[src/rtl/tolbf_pkg.sv]
`default_nettype none

package tolbf_pkg;

    localparam int SAMPLE_W = 24;
    localparam int COEF_W   = 17;
    localparam int PROD_W   = SAMPLE_W + COEF_W + 1;
    localparam int ACC_W    = PROD_W + 2;
    localparam int FRAC_W   = 16;
    localparam int WIDE_W   = ACC_W - FRAC_W;

    localparam int APB_DATA_W = 32;
    localparam int APB_ADDR_W = 4;

    typedef logic signed [SAMPLE_W-1:0] t_sample;
    typedef logic        [COEF_W-1:0]   t_coef;
    typedef logic signed [PROD_W-1:0]   t_prod;
    typedef logic signed [ACC_W-1:0]    t_acc;
    typedef logic signed [WIDE_W-1:0]   t_wide;

    // one sample moving along the row of cells
    typedef struct packed {
        logic    vld;
        t_sample smp;
    } t_tok;

    typedef struct packed {
        t_coef gain;
        t_coef decay;
    } t_pole;

    localparam logic [1:0] REG_LP_GAIN  = 2'd0;
    localparam logic [1:0] REG_LP_DECAY = 2'd1;
    localparam logic [1:0] REG_HP_GAIN  = 2'd2;
    localparam logic [1:0] REG_HP_DECAY = 2'd3;

    localparam t_coef RST_LP_GAIN  = 17'd22794;
    localparam t_coef RST_LP_DECAY = 17'd42742;
    localparam t_coef RST_HP_GAIN  = 17'd927;
    localparam t_coef RST_HP_DECAY = 17'd64609;

    localparam t_acc  ROUND_HALF = t_acc'(32768);
    localparam t_wide WIDE_MAX   = t_wide'(8388607);
    localparam t_wide WIDE_MIN   = -t_wide'(8388608);

    function automatic t_sample sat24(input t_wide v);
        t_sample r;
        if (v > WIDE_MAX) begin
            r = t_sample'(WIDE_MAX);
        end else if (v < WIDE_MIN) begin
            r = t_sample'(WIDE_MIN);
        end else begin
            r = v[SAMPLE_W-1:0];
        end
        return r;
    endfunction

endpackage

`default_nettype wire

[src/rtl/tolbf_cell.sv]
`default_nettype none

module tolbf_cell import tolbf_pkg::*; #(
    parameter bit HIGH_PASS = 1'b0
) (
    input  wire   i_clk,
    input  wire   i_rst_n,
    input  t_pole i_coef,
    input  t_tok  i_tok,
    output t_tok  o_tok
);

    logic    r_mvld;
    logic    r_ovld;
    t_sample r_y;
    t_sample r_s;
    t_sample r_osmp;
    t_prod   r_pg;
    t_prod   r_pd;

    t_acc    w_acc;
    t_wide   w_q;
    t_sample w_y;
    t_wide   w_diff;
    t_sample n_smp;

    always_comb begin
        w_acc  = {{2{r_pg[PROD_W-1]}}, r_pg} + {{2{r_pd[PROD_W-1]}}, r_pd} + ROUND_HALF;
        // arithmetic shift floors, so the half bias gives round half up
        w_q    = w_acc[ACC_W-1:FRAC_W];
        w_y    = sat24(w_q);
        w_diff = {{(WIDE_W-SAMPLE_W){r_s[SAMPLE_W-1]}}, r_s}
               - {{(WIDE_W-SAMPLE_W){w_y[SAMPLE_W-1]}}, w_y};
        n_smp  = HIGH_PASS ? sat24(w_diff) : w_y;
    end

    always_ff @(posedge i_clk) begin
        if (!i_rst_n) begin
            r_mvld <= 1'b0;
            r_ovld <= 1'b0;
            r_y    <= '0;
        end else begin
            r_mvld <= i_tok.vld;
            r_ovld <= r_mvld;
            if (r_mvld) begin
                r_y <= w_y;
            end
        end
    end

    always_ff @(posedge i_clk) begin
        if (i_tok.vld) begin
            r_pg <= $signed({1'b0, i_coef.gain}) * $signed(i_tok.smp);
            r_pd <= $signed({1'b0, i_coef.decay}) * r_y;
            r_s  <= i_tok.smp;
        end
        if (r_mvld) begin
            r_osmp <= n_smp;
        end
    end

    assign o_tok.vld = r_ovld;
    assign o_tok.smp = r_osmp;

endmodule

`default_nettype wire

[config.mk]
export PLATFORM = sky130hd
export DESIGN_NAME = tolbf_cell
export DESIGN_NICKNAME = d
export VERILOG_FILES = /design/src/rtl/tolbf_pkg.sv /design/src/rtl/tolbf_cell.sv
export SDC_FILE = /design/constraint.sdc
export NUM_CORES = 2
export LEC_CHECK = 0
export BUFFER_PORTS_ARGS = -buffer_cell sky130_fd_sc_hd__clkbuf_2
export CAP_MARGIN = 10
export CORE_UTILIZATION = 55
export CTS_CLUSTER_SIZE = 28
export DETAILED_ROUTE_END_ITERATION = 12
export PLACE_DENSITY_LB_ADDON = 0.2
export SLEW_MARGIN = 20
export SYNTH_ARGS = -nofsm -noshare
export SYNTH_HDL_FRONTEND = slang
export SYNTH_SLANG_ARGS = --single-unit
[constraint.sdc]
create_clock -name i_clk -period 6.7 [get_ports i_clk]
set_clock_uncertainty 0.2 [all_clocks]
set_input_delay 0 -clock i_clk [delete_from_list [all_inputs] [get_ports i_clk]]
set_output_delay 0 -clock i_clk [all_outputs]
set_load 0.02 [all_outputs]
==> results by group <==
Die
  – Die width: approximately 260 microns
  – FP Rows: 94
  – Die area: 67,500 sq um
  – Num ports: 86
  – Initial core utilization: 0.556
  – Die height: 260 microns
  – Core Area: 65,700 sq um

Timing
  – Slew @ Worst Pin: 1070 ps
  – Tcrit/Tclk final: 0.970
  – Setup ws final: around 200 ps
  – Slew HR: 0.288
  – Setup-violating endpoint count in the final report: 0
  – Hold Vio Cnt, Final: 0
  – FMAX: 154 MHz
  – Max Slew Vio Count: 0
  – Fin crit period: 6500 ps

Status
  – Status: complete, no violations

Synthesis
  – Synth cell count leaders: inv_1, fa_1, nand2_1
  – Post-synth EDFFs: 108
  – Netlist cell types: between 70 and 80
  – Synth warn: 0
  – Fraction of registers with async set/reset: 0
  – Top post-synthesis cells by area: fa_1, inv_1, ha_1, edfxtp_1, and2_1
  – Post-synthesis cell count: ~3.9k
  – Yosys reg bits: 134
  – Mapped cell area: 36,600 sq um
  – Ys flop type: edfxtp_1
  – Count leader, synth: inv_1
  – Synth top area share: 0.439
  – Seq/Total Area, Yosys: 0.103
  – Area leader, netlist: fa_1
  – Syn nets: 5,083
  – Syn Area/Cell: 9.29 sq um

Placement
  – I/O Buffers: 85
  – DP Area: 38,500 sq um
  – Gp weighted congestion: 0.895
  – Dpl hpwl: 71,500 microns
  – Pre-CTS setup slack: -12.7 ps

Finish
  – # fillers: around 5.6k
  – Antenna cells: 0
  – NumNets Final: slightly above 5k
  – Area Overhead vs Synth: 7.56%
  – Finished Cell Area: 39,300 sq um
  – Layout cells sized above 1: 0.0791
  – Post-layout util: 0.598

Clock tree
  – Worst skew pair latency: 460 ps
  – CTS max path bufs: 2
  – CTS tree: done
  – Reg clk slew, reported paths: 70 ps
  – CTS H-tree lvls: 4
  – Root Buffer: clkbuf_16
  – TritonCTS Buffers: 17
  – Clock sinks: 134

Setup path
  – Worst Setup Start Kind: flop
  – CP required: 6690 ps
  – Critical path endpoint category: flop
  – Setup Crit Path Kind: flop to flop
  – Reg-to-reg setup timing slack: 200 ps
  – CP max FO: 10
  – Arrival time at the worst endpoint: 6480 ps

Hold path
  – HP Class: input pin to flop

Detailed routing
  – Routed wire length: 82,400 microns
  – DRT iter0 DRCs: 1,442
  – Number of remaining DRC errors: 0
  – Post-route ant nets: 0
  – Vias: 25.8k
  – Via density: between 5 and 6
  – Drt first pass iters: 6
  – Per-cell routed wire length: 16.8 microns

Global routing
  – Total GRT Usage: 0.264
  – First-pass GRT wire length: 142,000 microns
  – Gr ovfl total: 0
  – Pin count of the biggest net entering global routing: 85
  – Antenna violations before repair: 0
  – Number of global-route vias before repair: between 20k and 30k

Flow run
  – Max cap viols: 0
cell usage in the layout (no fill, tap or decap), drive strengths merged, types with 39 or more instances in the layout:
master | netlist | routed
clkbuf | 132 | 103
buf | 11 | 137
nand2b | 39 | 39
and2 | 420 | 420
fa | 802 | 802
o21ai | 85 | 85
a21oi | 118 | 118
nand3 | 44 | 44
nor2 | 52 | 52
inv | 1003 | 1003
edfxtp | 108 | 108
nand2 | 453 | 453
ha | 286 | 286
xnor2 | 73 | 73
a21o | 52 | 52
routing by layer:
layer | share of wire | wire length [microns] | track usage
met4 | 0.021 | 1770 | 0.0665
met3 | 0.049 | 4040 | 0.0274
met2 | 0.49 | 40200 | 0.447
met5 | 0 | 0 | 0
met1 | 0.44 | 36400 | 0.365
metrics by stage:
| step | instances | TNS, ps | hold slack (ps) |
|---|---|---|---|
| after floorplan | 3934 | 0 | -87.5 |
| final | 4910 | 0 | 74.1 |
| after CTS | 4908 | 0 | 47.2 |
| after detailed placement | 4873 | -12.7 | 74.0 |
| after global routing | 4910 | -13.0 | 93.2 |
| after global placement | 4873 | 0 | 79.3 |
registers in the layout, summed over array words and instances, names as in the netlist:
register and flops:
r_osmp 24, r_pg 42, r_pd 42, r_y 24, r_mvld 1, r_ovld 1
cell type report:
type / count / area (sq um) / area share
Multi-Input combinational cell: 2654 / 28600 / 0.727
Sequential cell: 134 / 3800 / 0.0966
Inverter: 1003 / 3760 / 0.0957
Timing Repair Buffer: 223 / 1500 / 0.0381
Tap cell: 864 / 1080 / 0.0275
Clock buffer: 19 / 433 / 0.0110
Clock inverter: 13 / 158 / 0.00401
worst max-delay path, cell delays in order (launching register included):
cell	delay (ps)
dfxtp_1	450
and2_1	240
fa_1	550
inv_1	60
fa_1	490
fa_1	520
inv_1	60
fa_1	560
fa_1	530
inv_1	50
fa_1	480
inv_1	50
ha_1	360
and3_1	230
a31oi_1	90
buf_4	160
o211ai_1	330
a211oi_2	120
buf_4	170
o31ai_4	290
a221oi_2	110
xnor2_1	130
cells by family after synthesis:
group | after synthesis | synth area share
buf+inv | 1146 | 0.119
mux | 2 | 0.000582
fa+ha+maj | 1088 | 0.537
simple gates | 1101 | 0.153
flops | 134 | 0.103
compound gates | 363 | 0.0632
xor+xnor | 100 | 0.0240
final timing paths:
| kind | end | cells after the start | startpoint |
|---|---|---|---|
| worst max-delay path | r_pd[41] | 21 | r_y[17] |
| worst min-delay path | r_y[6] | 3 | i_rst_n |
| worst max register to register | r_pd[41] | 21 | r_y[17] |
| worst min register to register | r_y[11] | 2 | r_y[11] |
timing repair:
action	in CTS	in global routing
hold buffers	2	0
endpoints found under the setup margin	2	10
setup buffers	1	2
endpoints found under the hold margin	2	0
pin swaps	1	24
resized for setup	2	51
Power is not shown: default switching activity piles up to over one toggle a cycle in this logic, so the estimate is an artifact.
